**config.mk**
```make
export PLATFORM = sky130hd
export DESIGN_NAME = selective_repeat_sender_window
export DESIGN_NICKNAME = d
export VERILOG_FILES = /design/src/srsw_pkg.sv /design/src/selective_repeat_sender_window.sv
export SDC_FILE = /design/constraint.sdc
export NUM_CORES = 1
export LEC_CHECK = 0
export BUFFER_PORTS_ARGS = -buffer_cell sky130_fd_sc_hd__buf_2
export CAP_MARGIN = 20
export CORE_MARGIN = 3
export CORE_UTILIZATION = 40
export CTS_BUF_LIST = sky130_fd_sc_hd__clkbuf_4
export CTS_CLUSTER_DIAMETER = 60
export CTS_CLUSTER_SIZE = 24
export DETAILED_ROUTE_END_ITERATION = 8
export GPL_TIMING_DRIVEN = 1
export PLACE_DENSITY = 0.53
export SYNTH_ARGS = -nofsm -noshare
export SYNTH_HDL_FRONTEND = slang
export SYNTH_SLANG_ARGS = --single-unit
```
**constraint.sdc**
```tcl
create_clock -name aclk -period 7.55 [get_ports aclk]
set_input_delay 1.1325 -clock aclk [delete_from_list [all_inputs] [get_ports aclk]]
set_output_delay 1.1325 -clock aclk [all_outputs]
set_load 0.01 [all_outputs]
```
**src/srsw_pkg.sv**
```systemverilog
// Shared constants and types for the selective-repeat sender window.
// Holds store geometry, field widths, stream packing widths and the action codes.
// No dependencies.
package srsw_pkg;

    // Store geometry.
    localparam int MAX_PACKETS = 16;
    localparam int IDX_W       = $clog2(MAX_PACKETS);
    localparam int CNT_W       = IDX_W + 1;
    localparam int MAX_WINDOW  = 8;
    localparam int STAMP_BITS  = 16;

    // Field widths.
    localparam int ACTION_W  = 2;
    localparam int DATA_W    = 32;
    localparam int SEQ_W     = 4;
    localparam int TIMEOUT_W = 15;
    localparam int WIN_W     = 4;
    localparam int CMP_W     = (STAMP_BITS > TIMEOUT_W) ? STAMP_BITS : TIMEOUT_W;

    // Stream and configuration port widths.
    localparam int S_TDATA_W  = ((DATA_W + SEQ_W + 7) / 8) * 8;
    localparam int M_TDATA_W  = ((SEQ_W + DATA_W + 7) / 8) * 8;
    localparam int CFG_ADDR_W = 1;
    localparam int CFG_DATA_W = TIMEOUT_W;

    // Register indexes on the configuration port.
    localparam logic [CFG_ADDR_W-1:0] REG_TIMEOUT = 1'b0;
    localparam logic [CFG_ADDR_W-1:0] REG_WINDOW  = 1'b1;

    // Input item kinds.
    typedef enum logic [ACTION_W-1:0] {
        ACT_LOAD  = 2'd0,
        ACT_TICK  = 2'd1,
        ACT_ACK   = 2'd2,
        ACT_CLEAR = 2'd3
    } action_t;

endpackage

```
**src/selective_repeat_sender_window.sv**
```systemverilog
// Selective-repeat ARQ sender window: packet store, ack tracking and timed (re)transmission.
// One sequencer walks the window through a single read port and one elapsed-time compare.
// Depends on srsw_pkg.
//
// Usage:
//   The slave channel takes one item per transfer. s_tuser carries the action
//   (load, tick, ack, clear); s_tdata carries the data word and the ack number.
//   The master channel delivers one transfer per packet to send, with m_tlast on
//   the final packet of a tick. Only ticks produce transfers.
//   Load and clear complete in the idle state. An ack marks its packet, then the
//   base slides past each acknowledged packet in turn. A tick starts a scan that
//   reads each window entry through the single read port, then compares its timer
//   and stamps it, and ends by handing over the final packet. s_tready is low
//   while an item is in work. When the receiver stalls, the block holds one packet
//   in the output register and one pending, then waits. Reset clears the flags,
//   counters and window base and sets timeout_ticks to 2 and the window size to 4.
//   The user must write the configuration port only while idle; the block does
//   not enforce this.
module selective_repeat_sender_window (
    input  logic                                aclk,
    input  logic                                aresetn,
    // Input items.
    input  logic                                s_tvalid,
    output logic                                s_tready,
    input  logic [srsw_pkg::S_TDATA_W-1:0]      s_tdata,   // data_value[31:0], ack_number[35:32]
    input  logic [srsw_pkg::ACTION_W-1:0]       s_tuser,   // action[1:0]
    // Packets to transmit.
    output logic                                m_tvalid,
    input  logic                                m_tready,
    output logic [srsw_pkg::M_TDATA_W-1:0]      m_tdata,   // seq_number[3:0], payload[35:4]
    output logic                                m_tuser,   // is_retransmit[0]
    output logic                                m_tlast,
    // Configuration writes.
    input  logic                                cfg_we,
    input  logic [srsw_pkg::CFG_ADDR_W-1:0]     cfg_addr,
    input  logic [srsw_pkg::CFG_DATA_W-1:0]     cfg_wdata
);
    import srsw_pkg::*;

    typedef enum logic [4:0] {
        ST_IDLE  = 5'b00001,
        ST_SLIDE = 5'b00010,
        ST_READ  = 5'b00100,
        ST_EVAL  = 5'b01000,
        ST_FLUSH = 5'b10000
    } state_t;

    state_t                 state_reg, state_next;
    logic [TIMEOUT_W-1:0]   timeout_reg, timeout_next;
    logic [WIN_W-1:0]       window_reg, window_next;
    logic [MAX_PACKETS-1:0] acked_reg, acked_next;
    logic [MAX_PACKETS-1:0] sent_reg, sent_next;
    logic [STAMP_BITS-1:0]  tick_reg, tick_next;
    logic [CNT_W-1:0]       base_reg, base_next;
    logic [CNT_W-1:0]       loaded_reg, loaded_next;
    logic [CNT_W-1:0]       idx_reg, idx_next;
    logic [CNT_W-1:0]       end_reg, end_next;

    // Pending packet: found due, not yet known whether it closes the tick.
    logic                   pend_valid_reg, pend_valid_next;
    logic [SEQ_W-1:0]       pend_seq_reg, pend_seq_next;
    logic [DATA_W-1:0]      pend_data_reg, pend_data_next;
    logic                   pend_retx_reg, pend_retx_next;

    // Output register.
    logic                   out_valid_reg, out_valid_next;
    logic [SEQ_W-1:0]       out_seq_reg, out_seq_next;
    logic [DATA_W-1:0]      out_data_reg, out_data_next;
    logic                   out_retx_reg, out_retx_next;
    logic                   out_last_reg, out_last_next;

    // Stores and their registered read data.
    logic [DATA_W-1:0]      payload_mem [MAX_PACKETS];
    logic [STAMP_BITS-1:0]  stamp_mem [MAX_PACKETS];
    logic [DATA_W-1:0]      rd_data_reg;
    logic [STAMP_BITS-1:0]  rd_stamp_reg;

    action_t                action;
    logic [DATA_W-1:0]      data_in;
    logic [SEQ_W-1:0]       ack_in;
    logic                   in_xfer;
    logic                   out_free;
    logic                   load_we;
    logic                   stamp_we;
    logic [IDX_W-1:0]       idx_lo;
    logic [WIN_W-1:0]       win_sat;
    logic [CNT_W:0]         span;
    logic [STAMP_BITS-1:0]  elapsed;
    logic                   due;
    logic [CNT_W-1:0]       idx_inc;

    assign action   = action_t'(s_tuser);
    assign data_in  = s_tdata[DATA_W-1:0];
    assign ack_in   = s_tdata[DATA_W+SEQ_W-1:DATA_W];
    assign s_tready = (state_reg == ST_IDLE);
    assign in_xfer  = s_tvalid && s_tready;
    assign out_free = !out_valid_reg || m_tready;
    assign idx_lo   = idx_reg[IDX_W-1:0];
    assign idx_inc  = idx_reg + CNT_W'(1);
    assign load_we  = in_xfer && (action == ACT_LOAD) && !loaded_reg[CNT_W-1];

    // Effective window size, saturated to one through the largest window.
    always_comb begin
        if (window_reg == '0) begin
            win_sat = WIN_W'(1);
        end else if (window_reg > WIN_W'(MAX_WINDOW)) begin
            win_sat = WIN_W'(MAX_WINDOW);
        end else begin
            win_sat = window_reg;
        end
    end

    assign span = {1'b0, base_reg} + (CNT_W+1)'(win_sat);

    // Timer compare for the entry whose stamp was just read.
    assign elapsed = tick_reg - rd_stamp_reg;
    assign due = !acked_reg[idx_lo] &&
                 (!sent_reg[idx_lo] || (CMP_W'(elapsed) >= CMP_W'(timeout_reg)));
    assign stamp_we = (state_reg == ST_EVAL) && due && (!pend_valid_reg || out_free);

    // Sequencer and next-state logic.
    always_comb begin
        state_next      = state_reg;
        timeout_next    = timeout_reg;
        window_next     = window_reg;
        acked_next      = acked_reg;
        sent_next       = sent_reg;
        tick_next       = tick_reg;
        base_next       = base_reg;
        loaded_next     = loaded_reg;
        idx_next        = idx_reg;
        end_next        = end_reg;
        pend_valid_next = pend_valid_reg;
        pend_seq_next   = pend_seq_reg;
        pend_data_next  = pend_data_reg;
        pend_retx_next  = pend_retx_reg;
        out_valid_next  = out_valid_reg && !m_tready;
        out_seq_next    = out_seq_reg;
        out_data_next   = out_data_reg;
        out_retx_next   = out_retx_reg;
        out_last_next   = out_last_reg;

        // Configuration writes.
        if (cfg_we) begin
            if (cfg_addr == REG_TIMEOUT) begin
                timeout_next = cfg_wdata[TIMEOUT_W-1:0];
            end else begin
                window_next = cfg_wdata[WIN_W-1:0];
            end
        end

        unique case (state_reg)
            ST_IDLE: begin
                if (in_xfer) begin
                    unique case (action)
                        ACT_LOAD: begin
                            if (!loaded_reg[CNT_W-1]) begin
                                acked_next[loaded_reg[IDX_W-1:0]] = 1'b0;
                                sent_next[loaded_reg[IDX_W-1:0]]  = 1'b0;
                                loaded_next = loaded_reg + CNT_W'(1);
                            end
                        end
                        ACT_TICK: begin
                            tick_next = tick_reg + STAMP_BITS'(1);
                            idx_next  = base_reg;
                            if (span > (CNT_W+1)'(loaded_reg)) begin
                                end_next = loaded_reg;
                            end else begin
                                end_next = span[CNT_W-1:0];
                            end
                            if ((span > (CNT_W+1)'(base_reg)) && (loaded_reg > base_reg)) begin
                                state_next = ST_READ;
                            end else begin
                                state_next = ST_FLUSH;
                            end
                        end
                        ACT_ACK: begin
                            if ((CNT_W)'(ack_in) < loaded_reg) begin
                                acked_next[ack_in[IDX_W-1:0]] = 1'b1;
                            end
                            state_next = ST_SLIDE;
                        end
                        ACT_CLEAR: begin
                            acked_next  = '0;
                            sent_next   = '0;
                            base_next   = '0;
                            loaded_next = '0;
                        end
                        default: begin
                        end
                    endcase
                end
            end
            ST_SLIDE: begin
                // Move the base past one acknowledged packet per cycle.
                if ((base_reg < loaded_reg) && acked_reg[base_reg[IDX_W-1:0]]) begin
                    base_next = base_reg + CNT_W'(1);
                end else begin
                    state_next = ST_IDLE;
                end
            end
            ST_READ: begin
                state_next = ST_EVAL;
            end
            ST_EVAL: begin
                if (!due || !pend_valid_reg || out_free) begin
                    if (due) begin
                        if (pend_valid_reg) begin
                            out_valid_next = 1'b1;
                            out_seq_next   = pend_seq_reg;
                            out_data_next  = pend_data_reg;
                            out_retx_next  = pend_retx_reg;
                            out_last_next  = 1'b0;
                        end
                        pend_valid_next = 1'b1;
                        pend_seq_next   = SEQ_W'(idx_reg);
                        pend_data_next  = rd_data_reg;
                        pend_retx_next  = sent_reg[idx_lo];
                        sent_next[idx_lo] = 1'b1;
                    end
                    idx_next = idx_inc;
                    if (idx_inc < end_reg) begin
                        state_next = ST_READ;
                    end else begin
                        state_next = ST_FLUSH;
                    end
                end
            end
            ST_FLUSH: begin
                // Hand over the final packet of the tick with tlast set.
                if (!pend_valid_reg) begin
                    state_next = ST_IDLE;
                end else if (out_free) begin
                    out_valid_next  = 1'b1;
                    out_seq_next    = pend_seq_reg;
                    out_data_next   = pend_data_reg;
                    out_retx_next   = pend_retx_reg;
                    out_last_next   = 1'b1;
                    pend_valid_next = 1'b0;
                    state_next      = ST_IDLE;
                end
            end
            default: begin
                state_next = ST_IDLE;
            end
        endcase
    end

    // Control registers.
    always_ff @(posedge aclk) begin
        if (!aresetn) begin
            state_reg      <= ST_IDLE;
            timeout_reg    <= TIMEOUT_W'(2);
            window_reg     <= WIN_W'(4);
            acked_reg      <= '0;
            sent_reg       <= '0;
            tick_reg       <= '0;
            base_reg       <= '0;
            loaded_reg     <= '0;
            idx_reg        <= '0;
            end_reg        <= '0;
            pend_valid_reg <= 1'b0;
            out_valid_reg  <= 1'b0;
        end else begin
            state_reg      <= state_next;
            timeout_reg    <= timeout_next;
            window_reg     <= window_next;
            acked_reg      <= acked_next;
            sent_reg       <= sent_next;
            tick_reg       <= tick_next;
            base_reg       <= base_next;
            loaded_reg     <= loaded_next;
            idx_reg        <= idx_next;
            end_reg        <= end_next;
            pend_valid_reg <= pend_valid_next;
            out_valid_reg  <= out_valid_next;
        end
    end

    // Payload registers of the pending slot and the output stage.
    always_ff @(posedge aclk) begin
        pend_seq_reg  <= pend_seq_next;
        pend_data_reg <= pend_data_next;
        pend_retx_reg <= pend_retx_next;
        out_seq_reg   <= out_seq_next;
        out_data_reg  <= out_data_next;
        out_retx_reg  <= out_retx_next;
        out_last_reg  <= out_last_next;
    end

    // Payload store: written by loads, read once per scanned entry.
    always_ff @(posedge aclk) begin
        if (load_we) begin
            payload_mem[loaded_reg[IDX_W-1:0]] <= data_in;
        end
        if (state_reg == ST_READ) begin
            rd_data_reg <= payload_mem[idx_lo];
        end
    end

    // Send-time store: stamped when a packet is emitted.
    always_ff @(posedge aclk) begin
        if (stamp_we) begin
            stamp_mem[idx_lo] <= tick_reg;
        end
        if (state_reg == ST_READ) begin
            rd_stamp_reg <= stamp_mem[idx_lo];
        end
    end

    // Output channel.
    assign m_tvalid = out_valid_reg;
    assign m_tdata  = {{(M_TDATA_W-DATA_W-SEQ_W){1'b0}}, out_data_reg, out_seq_reg};
    assign m_tuser  = out_retx_reg;
    assign m_tlast  = out_last_reg;

endmodule

```
# == Yosys cells after proc, flatten, opt, wreduce, memory -nomap -nowiden ==
# Memory sizes are Yosys's and may differ from the RTL's. A register that Yosys moved wholly into a read port is not among the register bits.
# Cells that the tools add are included.
# W data, S select, Z words.
# op_classes
bitwise,6
add_sub_neg,6
reduce_logical,44
multipliers,0
eq_ne,24
muxes,82
div,0
n_lt_le_gt_ge,15
shift,0
# op_table
operator,n
$mux W32,5
$mux W16,6
$mux W5,15
$pmux W16 S2,2
$pmux W32 S2,1
$pmux W16 S3,1
$pmux W5 S2,4
$and A16 B16 Y16,2
$or A16 B16 Y16,2
$mux W1,29
$mux W4,7
$pmux W5 S5,1
$lt A4 B5 Y1 const B,4
$add A16 B1 Y16 const B,1
$ge A16 B15 Y1,1
$ne A2 B2 Y1 const B,8
$not A16 Y16,1
$sub A16 B16 Y16,1
$add A5 B1 Y5 const B,3
$bmux W1 S4,3
$demux W1 S4,3
$ge A4 B1 Y1 const B,3
$gt A6 B5 Y1,2
$logic_and A1 B1 Y1,12
other kinds (29),60
# totals
output_inout_bits,44
elab_cells,199
ff_bits,169
input_bits,63
n_memories,2
ramBits,768
romBits,0
latch_bits,0
# mem_list
name,depth,word_bits,rd,rd_clocked_by_memory_dff,wr,line_no,text
payload_mem,16,32,1,1,1,selective_repeat_sender_window.sv:73,logic [DATA_W-1:0] payload_mem [MAX_PACKETS];
stamp_mem,16,16,1,1,1,selective_repeat_sender_window.sv:74,logic [STAMP_BITS-1:0] stamp_mem [MAX_PACKETS];

# == Depth between registers and ports, before layout ==
# Gate-level depths: netlist of run 1.
# logic_depth
ltp_word,10
ltp_mapped,19
mapped_depth_nobuf,18

# == Worst setup path before layout of run 1 ==
# Ideal clock, no wire load.
# synth_path
kind,register to register
from,reg tick_reg[2]
to,"mem stamp_mem[9][0], enable pin"
required_time_ns,7.114
arrival_ns,5.447
path_stages_with_launch,17
slack_ns,1.666
setup_ns,0.436
path_buffers,1
period_less_slack_ns,5.884
cell_sequence,dfxtp_1 ha_1 o211ai_1 a21oi_1 or4_1 a311o_1 o21ai_0 o21ai_0 xor2_1 ha_1 a211oi_1 o21ai_0 a21o_1 a311oi_1 a311oi_2 buf_4 nor4b_1
# synth_between
elab_chain_cells,8
# synth_lines
item,line_no,text
"start, declared",selective_repeat_sender_window.sv:53,"logic [STAMP_BITS-1:0] tick_reg, tick_next;"
"start signal, assigned",selective_repeat_sender_window.sv:270,tick_reg <= tick_next;
$sub A16 B16 Y16,selective_repeat_sender_window.sv:116,assign elapsed = tick_reg - rd_stamp_reg;
$ge A16 B15 Y1,selective_repeat_sender_window.sv:118,(!sent_reg[idx_lo] || (CMP_W'(elapsed) >= CMP_W'(timeout_reg)));
$logic_or A1 B1 Y1,selective_repeat_sender_window.sv:118,
$logic_and A1 B1 Y1,selective_repeat_sender_window.sv:117,assign due = !acked_reg[idx_lo] &&
$logic_and A1 B1 Y1 (2 in a row),selective_repeat_sender_window.sv:119,assign stamp_we = (state_reg == ST_EVAL) && due && (!pend_valid_reg || out_free);
$mux W1,selective_repeat_sender_window.sv:303,if (stamp_we) begin
$mux W1 (implied by the code),selective_repeat_sender_window.sv:304,stamp_mem[idx_lo] <= tick_reg;
"end, declared",selective_repeat_sender_window.sv:74,
# Every way passes these cells.

# == Worst setup path after layout of run 1 ==
# layout_path
from,reg tick_reg[0]
to,"mem stamp_mem[2][4], enable pin"
# The elaborated chain is that of the path after synthesis.

==> impl_metrics.env, run 1 <==
export IMPL_vias=19090
export IMPL_worst_ep_required_time_ps=8140
export IMPL_drt_initial_drc_count=1367
export IMPL_cts_root_buf="clkbuf_4"
export IMPL_r2r_slack_ps=1030
export IMPL_gp_congestion=0.7780
export IMPL_power_leakage_uw=0.01338
export IMPL_hold_path_end="pend_data_reg[11]$_DFFE_PP_"
export IMPL_grt_ovfl_total=0
export IMPL_crit_type="flop to flop"
export IMPL_drc_errors=0
export IMPL_synth_area_per_cell_sq_um=19.31
export IMPL_cts_setup_buffers=0
export IMPL_p_clk_frac=0.310
export IMPL_start_util=0.4068
export IMPL_yosysTopAreaCell="edfxtp_1"
export IMPL_die_area_sq_um=101100
export IMPL_tightest_slew_ps=1101
export IMPL_finalCritPeriodShare=0.8641
export IMPL_maxCapViolCount=0
export IMPL_finalSetupViolCount=0
export IMPL_rr_worst_depth=19
export IMPL_tns_ps=0
export IMPL_drv_slew=0
export IMPL_final_core_util=0.4461
export IMPL_nFillCells=8259
export IMPL_yosysMostFrequentCell="edfxtp_1"
export IMPL_cts_resized_gates=0
export IMPL_wire_per_inst_microns=25.57
export IMPL_rows=113
export IMPL_tritoncts="done"
export IMPL_vdd_drop_max_mv=0.1585
export IMPL_dp_hpwl_mm=49.24
export IMPL_antenna_left=0
export IMPL_antenna_found_initial=13
export IMPL_status="completed"
export IMPL_min_from="rd_data_reg[11]$_DFFE_PP_"
export IMPL_clock_sinks=985
export IMPL_path_max_fanout=33
export IMPL_routed_wl_mm=89.34
export IMPL_reg2reg_to="stamp_mem[2][4]$_DFFE_PP_"
export IMPL_synth_edf_count=891
export IMPL_timing_rr_start="tick_reg[0]$_SDFFE_PN0P_"
export IMPL_worstSetupEndpointType="flop"
export IMPL_insertion_delay_ps=1000
export IMPL_ys_seq_elements=985
export IMPL_ys_flop_type="edfxtp_1"
export IMPL_final_hold_viol_count=0
export IMPL_fp_dieH_microns=318.0
export IMPL_synth_common_cells="edfxtp_1, mux4_2, dfxtp_1"
export IMPL_netlist_area_sq_um=38940
export IMPL_yosys_top_cells_area="edfxtp_1, mux4_2, dfxtp_1"
export IMPL_numPortBuffers=98
export IMPL_fin_skew_ps=126.9
export IMPL_p_comb_frac=0.045
export IMPL_min_path_cells=0
export IMPL_area_delta_synth_final_pct=9.673
export IMPL_coreArea_sq_um=95720
export IMPL_rsz0062_at_grt="false"
export IMPL_fin_crit_ps=6524
export IMPL_hold_path_class="flop to flop"
export IMPL_ios=107
export IMPL_synth_top_area_share=0.6872
export IMPL_ys_warn_count=0
export IMPL_grt_max_degree=136
export IMPL_relSlewSlack=0.2608
export IMPL_die_w_microns=318.0
export IMPL_swShare=0.2461
export IMPL_via_per_inst=5.465
export IMPL_start_kind="flop"
export IMPL_clk_pin_slew_worst_paths_ps=200
export IMPL_finalNetCount=2281
export IMPL_async_flop_share=0
export IMPL_netSwitchingPower_uw=2275
export IMPL_synth_seq_area_share=0.7355
export IMPL_grt_pass1_wl_mm=133.3
export IMPL_worst_ep_arrival_time_ps=7120
export IMPL_max_freq_mhz=153.3
export IMPL_cts_htree_levels=3
export IMPL_largest_reg_flops=512
export IMPL_grt_pass1_vias=20300
export IMPL_cts_hold_buf=0
export IMPL_grt_usage=0.1770
export IMPL_cts_buffer_depth=3
export IMPL_layout_drive_gt1_share=0.2645
export IMPL_netlist_instances=2016
export IMPL_cts_inserted_buffers=84
export IMPL_seqPwrFrac=0.645
export IMPL_p_int_uw=6969
export IMPL_ys_types=67
export IMPL_first_pass_iters=5
export IMPL_powerDensity_nw_per_um2=216.5
-- worst max-delay path by stage --
stage | endpoint | slack (ps) | cells past startpoint | start
after floorplan | stamp_mem[9][0]$_DFFE_PP_ | 1670 | 16 | tick_reg[2]$_SDFFE_PN0P_
after global placement | stamp_mem[10][4]$_DFFE_PP_ | 1160 | 18 | tick_reg[2]$_SDFFE_PN0P_
after detailed placement | stamp_mem[10][8]$_DFFE_PP_ | 1060 | 17 | tick_reg[2]$_SDFFE_PN0P_
after CTS | stamp_mem[10][7]$_DFFE_PP_ | 910 | 17 | tick_reg[2]$_SDFFE_PN0P_
after global routing | stamp_mem[10][5]$_DFFE_PP_ | 580 | 17 | tick_reg[2]$_SDFFE_PN0P_
final | stamp_mem[2][4]$_DFFE_PP_ | 1030 | 19 | tick_reg[0]$_SDFFE_PN0P_
-- cells by family (layout without fill, tap and decap cells) --
family / after synthesis / after routing / share of synthesized area
flip-flops: 985 / 985 / 0.7355
AND/OR/NAND/NOR: 287 / 287 / 0.03557
multiplexers: 257 / 257 / 0.1471
AO/OA/AOI/OAI: 215 / 215 / 0.03426
buffers and inverters: 165 / 365 / 0.01652
adder cells (fa/ha/maj): 70 / 70 / 0.02288
XOR/XNOR: 36 / 36 / 0.008098
other: 1 / 14 / 0.00009631
-- metal layers --
metal | GRT usage | part of all wire | up-vias | routed length (microns)
met5 | 0 | 0.00041 | - | 37
met4 | 0.04601 | 0.023 | 6 | 2085
met3 | 0.02913 | 0.042 | 137 | 3764
met2 | 0.3142 | 0.52 | 419 | 46650
met1 | 0.2261 | 0.41 | 10090 | 36810
li1 | - | - | 8439 | -
-- through the flow --
stage	power [uW]	instance area (sq um)	cells	setup slack, ps	hold WS, ps
floorplan	6353	38950	2019	1666	400.3
global placement	6495	41100	3323	1159	406.3
detailed placement	6506	41210	3327	1065	404.5
CTS	9376	42680	3484	914.3	292.7
global route	9621	42700	3492	579.0	319.2
finish	9244	42700	3494	1026	408.9
-- area by class of cell --
| class | instances | area [sq um] | share of cell area |
|---|---|---|---|
| clock inverter | 68 | 795.8 | 0.01864 |
| tap | 1265 | 1583 | 0.03707 |
| sequential | 985 | 28650 | 0.6709 |
| timing repair buffer | 142 | 913.4 | 0.02139 |
| inverter | 66 | 250.2 | 0.005860 |
| clock buffer | 89 | 668.1 | 0.01565 |
| multi-input combinational | 869 | 9818 | 0.2299 |
| antenna | 10 | 25.02 | 0.0005860 |
-- worst max-delay path, cell delays in order (launching register included) --
cell      delay [ps]
dfxtp_1          860
inv_1            110
ha_1             250
fa_1             410
nor2b_1          140
o21a_1           160
o21ai_0          150
a211oi_1         340
nor3_1           110
xnor2_1          150
ha_1             290
nand4_1          100
a211oi_1         280
a21o_1           180
a311oi_1         220
a311oi_4         780
buf_4            640
nand2b_1         440
nor3_2           210
buf_4            340
-- power groups by stage --
| stage | clock network, uW | registers, uW | logic (uW) |
|---|---|---|---|
| floorplan | 0 | 6070 | 286 |
| global placement | 0 | 6080 | 414 |
| detailed placement | 0 | 6080 | 423 |
| CTS | 2990 | 5960 | 425 |
| global route | 3200 | 5970 | 459 |
| finish | 2870 | 5960 | 418 |
-- placed cells by master, fill, tap and decap left out, drive strengths merged, types with 10 or more instances in the layout --
master	synthesis	final
diode	0	10
edfxtp	891	891
o211ai	23	23
inv	66	95
xnor2	25	25
mux4	252	252
nand2	91	91
a21oi	68	68
clkbuf	65	89
nor2	68	68
ha	68	68
nor3	17	17
clkinv	0	30
dfxtp	94	94
o21ai	67	67
and3	12	12
nand3	28	28
xor2	11	11
nor2b	14	14
buf	34	142
nand2b	15	15
No activity file was read; power rests on OpenSTA's default activity.
==> run 2, diff against run 1 <==
--- a/config.mk
+++ b/config.mk
@@ -5,6 +5,7 @@
 export SDC_FILE = /design/constraint.sdc
 export NUM_CORES = 1
 export LEC_CHECK = 0
+export ABC_AREA = 1
 export BUFFER_PORTS_ARGS = -buffer_cell sky130_fd_sc_hd__buf_2
 export CAP_MARGIN = 20
 export CORE_MARGIN = 3
@@ -15,6 +16,7 @@
 export DETAILED_ROUTE_END_ITERATION = 8
 export GPL_TIMING_DRIVEN = 1
 export PLACE_DENSITY = 0.53
+export REMOVE_ABC_BUFFERS = 1
 export SYNTH_ARGS = -nofsm -noshare
 export SYNTH_HDL_FRONTEND = slang
 export SYNTH_SLANG_ARGS = --single-unit
==> impl_metrics.env, run 2 <==
export IMPL_p_clk_frac=0.255
export IMPL_gp_congestion=0.8111
export IMPL_crit_type="flop to flop"
export IMPL_ys_flop_type="edfxtp_1"
export IMPL_ys_types=56
export IMPL_antenna_left=0
export IMPL_synth_area_per_cell_sq_um=12.12
export IMPL_fp_dieH_microns=323.3
export IMPL_coreArea_sq_um=99140
export IMPL_synth_edf_count=891
export IMPL_holdWs_ps=424.1
export IMPL_antenna_found_initial=11
export IMPL_finalSetupViolCount=0
export IMPL_vdd_drop_max_mv=0.2103
export IMPL_grt_ovfl_total=0
export IMPL_hold_path_class="flop to flop"
export IMPL_first_pass_iters=5
export IMPL_timing_rr_start="tick_reg[0]$_SDFFE_PN0P_"
export IMPL_fin_crit_ps=5855
export IMPL_drt_initial_drc_count=2228
export IMPL_cts_inserted_buffers=84
export IMPL_die_area_sq_um=104500
export IMPL_placed_area_sq_um=42310
export IMPL_async_flop_share=0
export IMPL_synth_top_area_share=0.6643
export IMPL_fin_ws_ps=1695
export IMPL_min_from="rd_data_reg[28]$_DFFE_PP_"
export IMPL_worst_path_largest_cell_delay_ps=940
export IMPL_ios=107
export IMPL_crit_start="tick_reg[0]$_SDFFE_PN0P_"
export IMPL_ys_warn_count=0
export IMPL_insertion_delay_ps=1000
export IMPL_rsz0062_at_grt="false"
export IMPL_maxCapViolCount=0
export IMPL_seqPwrFrac=0.541
export IMPL_yosys_top_cells_area="edfxtp_1, o21ai_0, dfxtp_1"
export IMPL_cts_resized_gates=0
export IMPL_cts_root_buf="clkbuf_4"
export IMPL_final_common_cell="edfxtp_1"
export IMPL_routed_wl_mm=107.3
export IMPL_netlist_instances=3322
export IMPL_p_int_uw=7674
export IMPL_status="completed"
export IMPL_grt_usage=0.2042
export IMPL_worst_ep_required_time_ps=8160
export IMPL_ys_seq_elements=985
export IMPL_clk_pin_slew_worst_paths_ps=200
export IMPL_final_cell_mix="edfxtp_1, o21ai_0, nor2_1"
export IMPL_netlist_area_sq_um=40270
export IMPL_layout_drive_gt1_share=0.1151
export IMPL_via_per_inst=5.455
export IMPL_worstSetupEndpointType="flop"
export IMPL_die_w_microns=323.3
export IMPL_fin_skew_ps=107.5
export IMPL_grt_max_degree=208
export IMPL_multi_input_area_sq_um=10460
export IMPL_fin_area_sq_um=43740
export IMPL_finalCritPeriodShare=0.7755
export IMPL_wire_per_inst_microns=22.65
export IMPL_powerDensity_nw_per_um2=261.5
export IMPL_finalNetCount=3511
export IMPL_vias=25850
export IMPL_grt_pass1_wl_mm=159.4
export IMPL_start_util=0.4062
export IMPL_clock_sinks=985
export IMPL_nFillCells=9228
export IMPL_tightest_slew_ps=1076
export IMPL_path_max_fanout=19
export IMPL_power_leakage_uw=0.01489
export IMPL_numPortBuffers=98
export IMPL_worst_ep_arrival_time_ps=6460
export IMPL_ff_latch_area_sq_um=28650
export IMPL_drc_errors=0
export IMPL_cts_htree_levels=3
export IMPL_yosysMostFrequentCell="edfxtp_1"
export IMPL_synth_common_cells="edfxtp_1, o21ai_0, nor2_1"
export IMPL_final_hold_viol_count=0
export IMPL_dp_hpwl_mm=55.38
export IMPL_cts_buffer_depth=3
export IMPL_relSlewSlack=0.2824
export IMPL_p_comb_frac=0.204
export IMPL_drv_slew=0
export IMPL_netSwitchingPower_uw=3763
export IMPL_cts_setup_buffers=0
export IMPL_max_freq_mhz=170.8
export IMPL_cts_hold_buf=0
export IMPL_yosysTopAreaCell="edfxtp_1"
export IMPL_grt_pass1_vias=24720
export IMPL_tritoncts="done"
export IMPL_place_ws_ps=1638
export IMPL_cp_slowest_cell="nor3_2"
export IMPL_area_delta_synth_final_pct=8.599
export IMPL_largest_reg_flops=512
export IMPL_start_kind="flop"
export IMPL_synth_seq_area_share=0.7111
export IMPL_path_cells="inv_1, ha_1, fa_1, inv_1, a31oi_1, o221ai_1, a21boi_0, o21ai_0, xnor2_1, inv_1, ha_1, nand2_1, inv_1, nand2_1, nand2_1, nand2_1, nand2_2, nand4_2, nor3_2, buf_4"
export IMPL_swShare=0.3290
export IMPL_rows=115
-- run 2: kinds of logic (layout without fill, tap and decap cells) --
| family | after synthesis | after routing | synth area share |
|---|---|---|---|
| simple gates | 1013 | 1013 | 0.1064 |
| flops | 985 | 985 | 0.7111 |
| compound gates | 875 | 875 | 0.1201 |
| buf+inv | 356 | 479 | 0.03542 |
| fa+ha+maj | 70 | 70 | 0.02212 |
| xor+xnor | 22 | 22 | 0.004784 |
| other cells | 1 | 8 | 0.00009311 |
-- run 2: final timing paths --
check / slack (ps) / depth (start not counted) / endpoint
worst min register to register: 420 / 0 / pend_data_reg[28]$_DFFE_PP_
worst min-delay path: 420 / 0 / pend_data_reg[28]$_DFFE_PP_
worst max register to register: 1700 / 20 / stamp_mem[12][0]$_DFFE_PP_
worst max-delay path: 1700 / 20 / stamp_mem[12][0]$_DFFE_PP_
-- run 2: final cells by class --
cell class | instances | area share
clock inverter | 64 | 0.01631
antenna | 4 | 0.0002289
multi-input combinational | 1984 | 0.2390
tap | 1287 | 0.03682
clock buffer | 92 | 0.01579
inverter | 166 | 0.01465
timing repair buffer | 157 | 0.02226
sequential | 985 | 0.6549
-- run 2: power by group through the flow --
stage / clock, uW / sequential, uW / combinational, uW
global placement: 0 / 6310 / 2330
detailed placement: 0 / 6310 / 2350
finish: 2910 / 6190 / 2340
global route: 3210 / 6210 / 2630
floorplan: 0 / 6360 / 1530
CTS: 3000 / 6190 / 2360
-- run 2: per-stage QoR --
step           setup TNS, ps  std cells    util  power, uW
2_1_floorplan       -1848780       3135       -       7894
3_3_place_gp               0       4577  0.4265       8639
3_5_place_dp               0       4578  0.4268       8657
4_1_cts                    0       4734  0.4409      11550
5_1_grt                    0       4738  0.4412      12050
6_report                   0       4739  0.4412      11440
-- run 2: metal layers --
layer  GRT usage  wire [microns]  vias up
met3     0.02903            5861      153
met4     0.05672            2338       12
met5           0              74        -
li1            -               -    12200
met1      0.2788           47430    12770
met2      0.3423           51630      713
-- run 2: worst max-delay path, delay by kind of cell, from the launching register on --
kind	cells	cell delay (ps)
AOI/OAI and AO/OA	4	1070
xor gates and xnor gates	1	160
adders and majority gates	3	950
buffers and inverters	5	730
DFF	1	780
and+or+nand+nor	7	1850
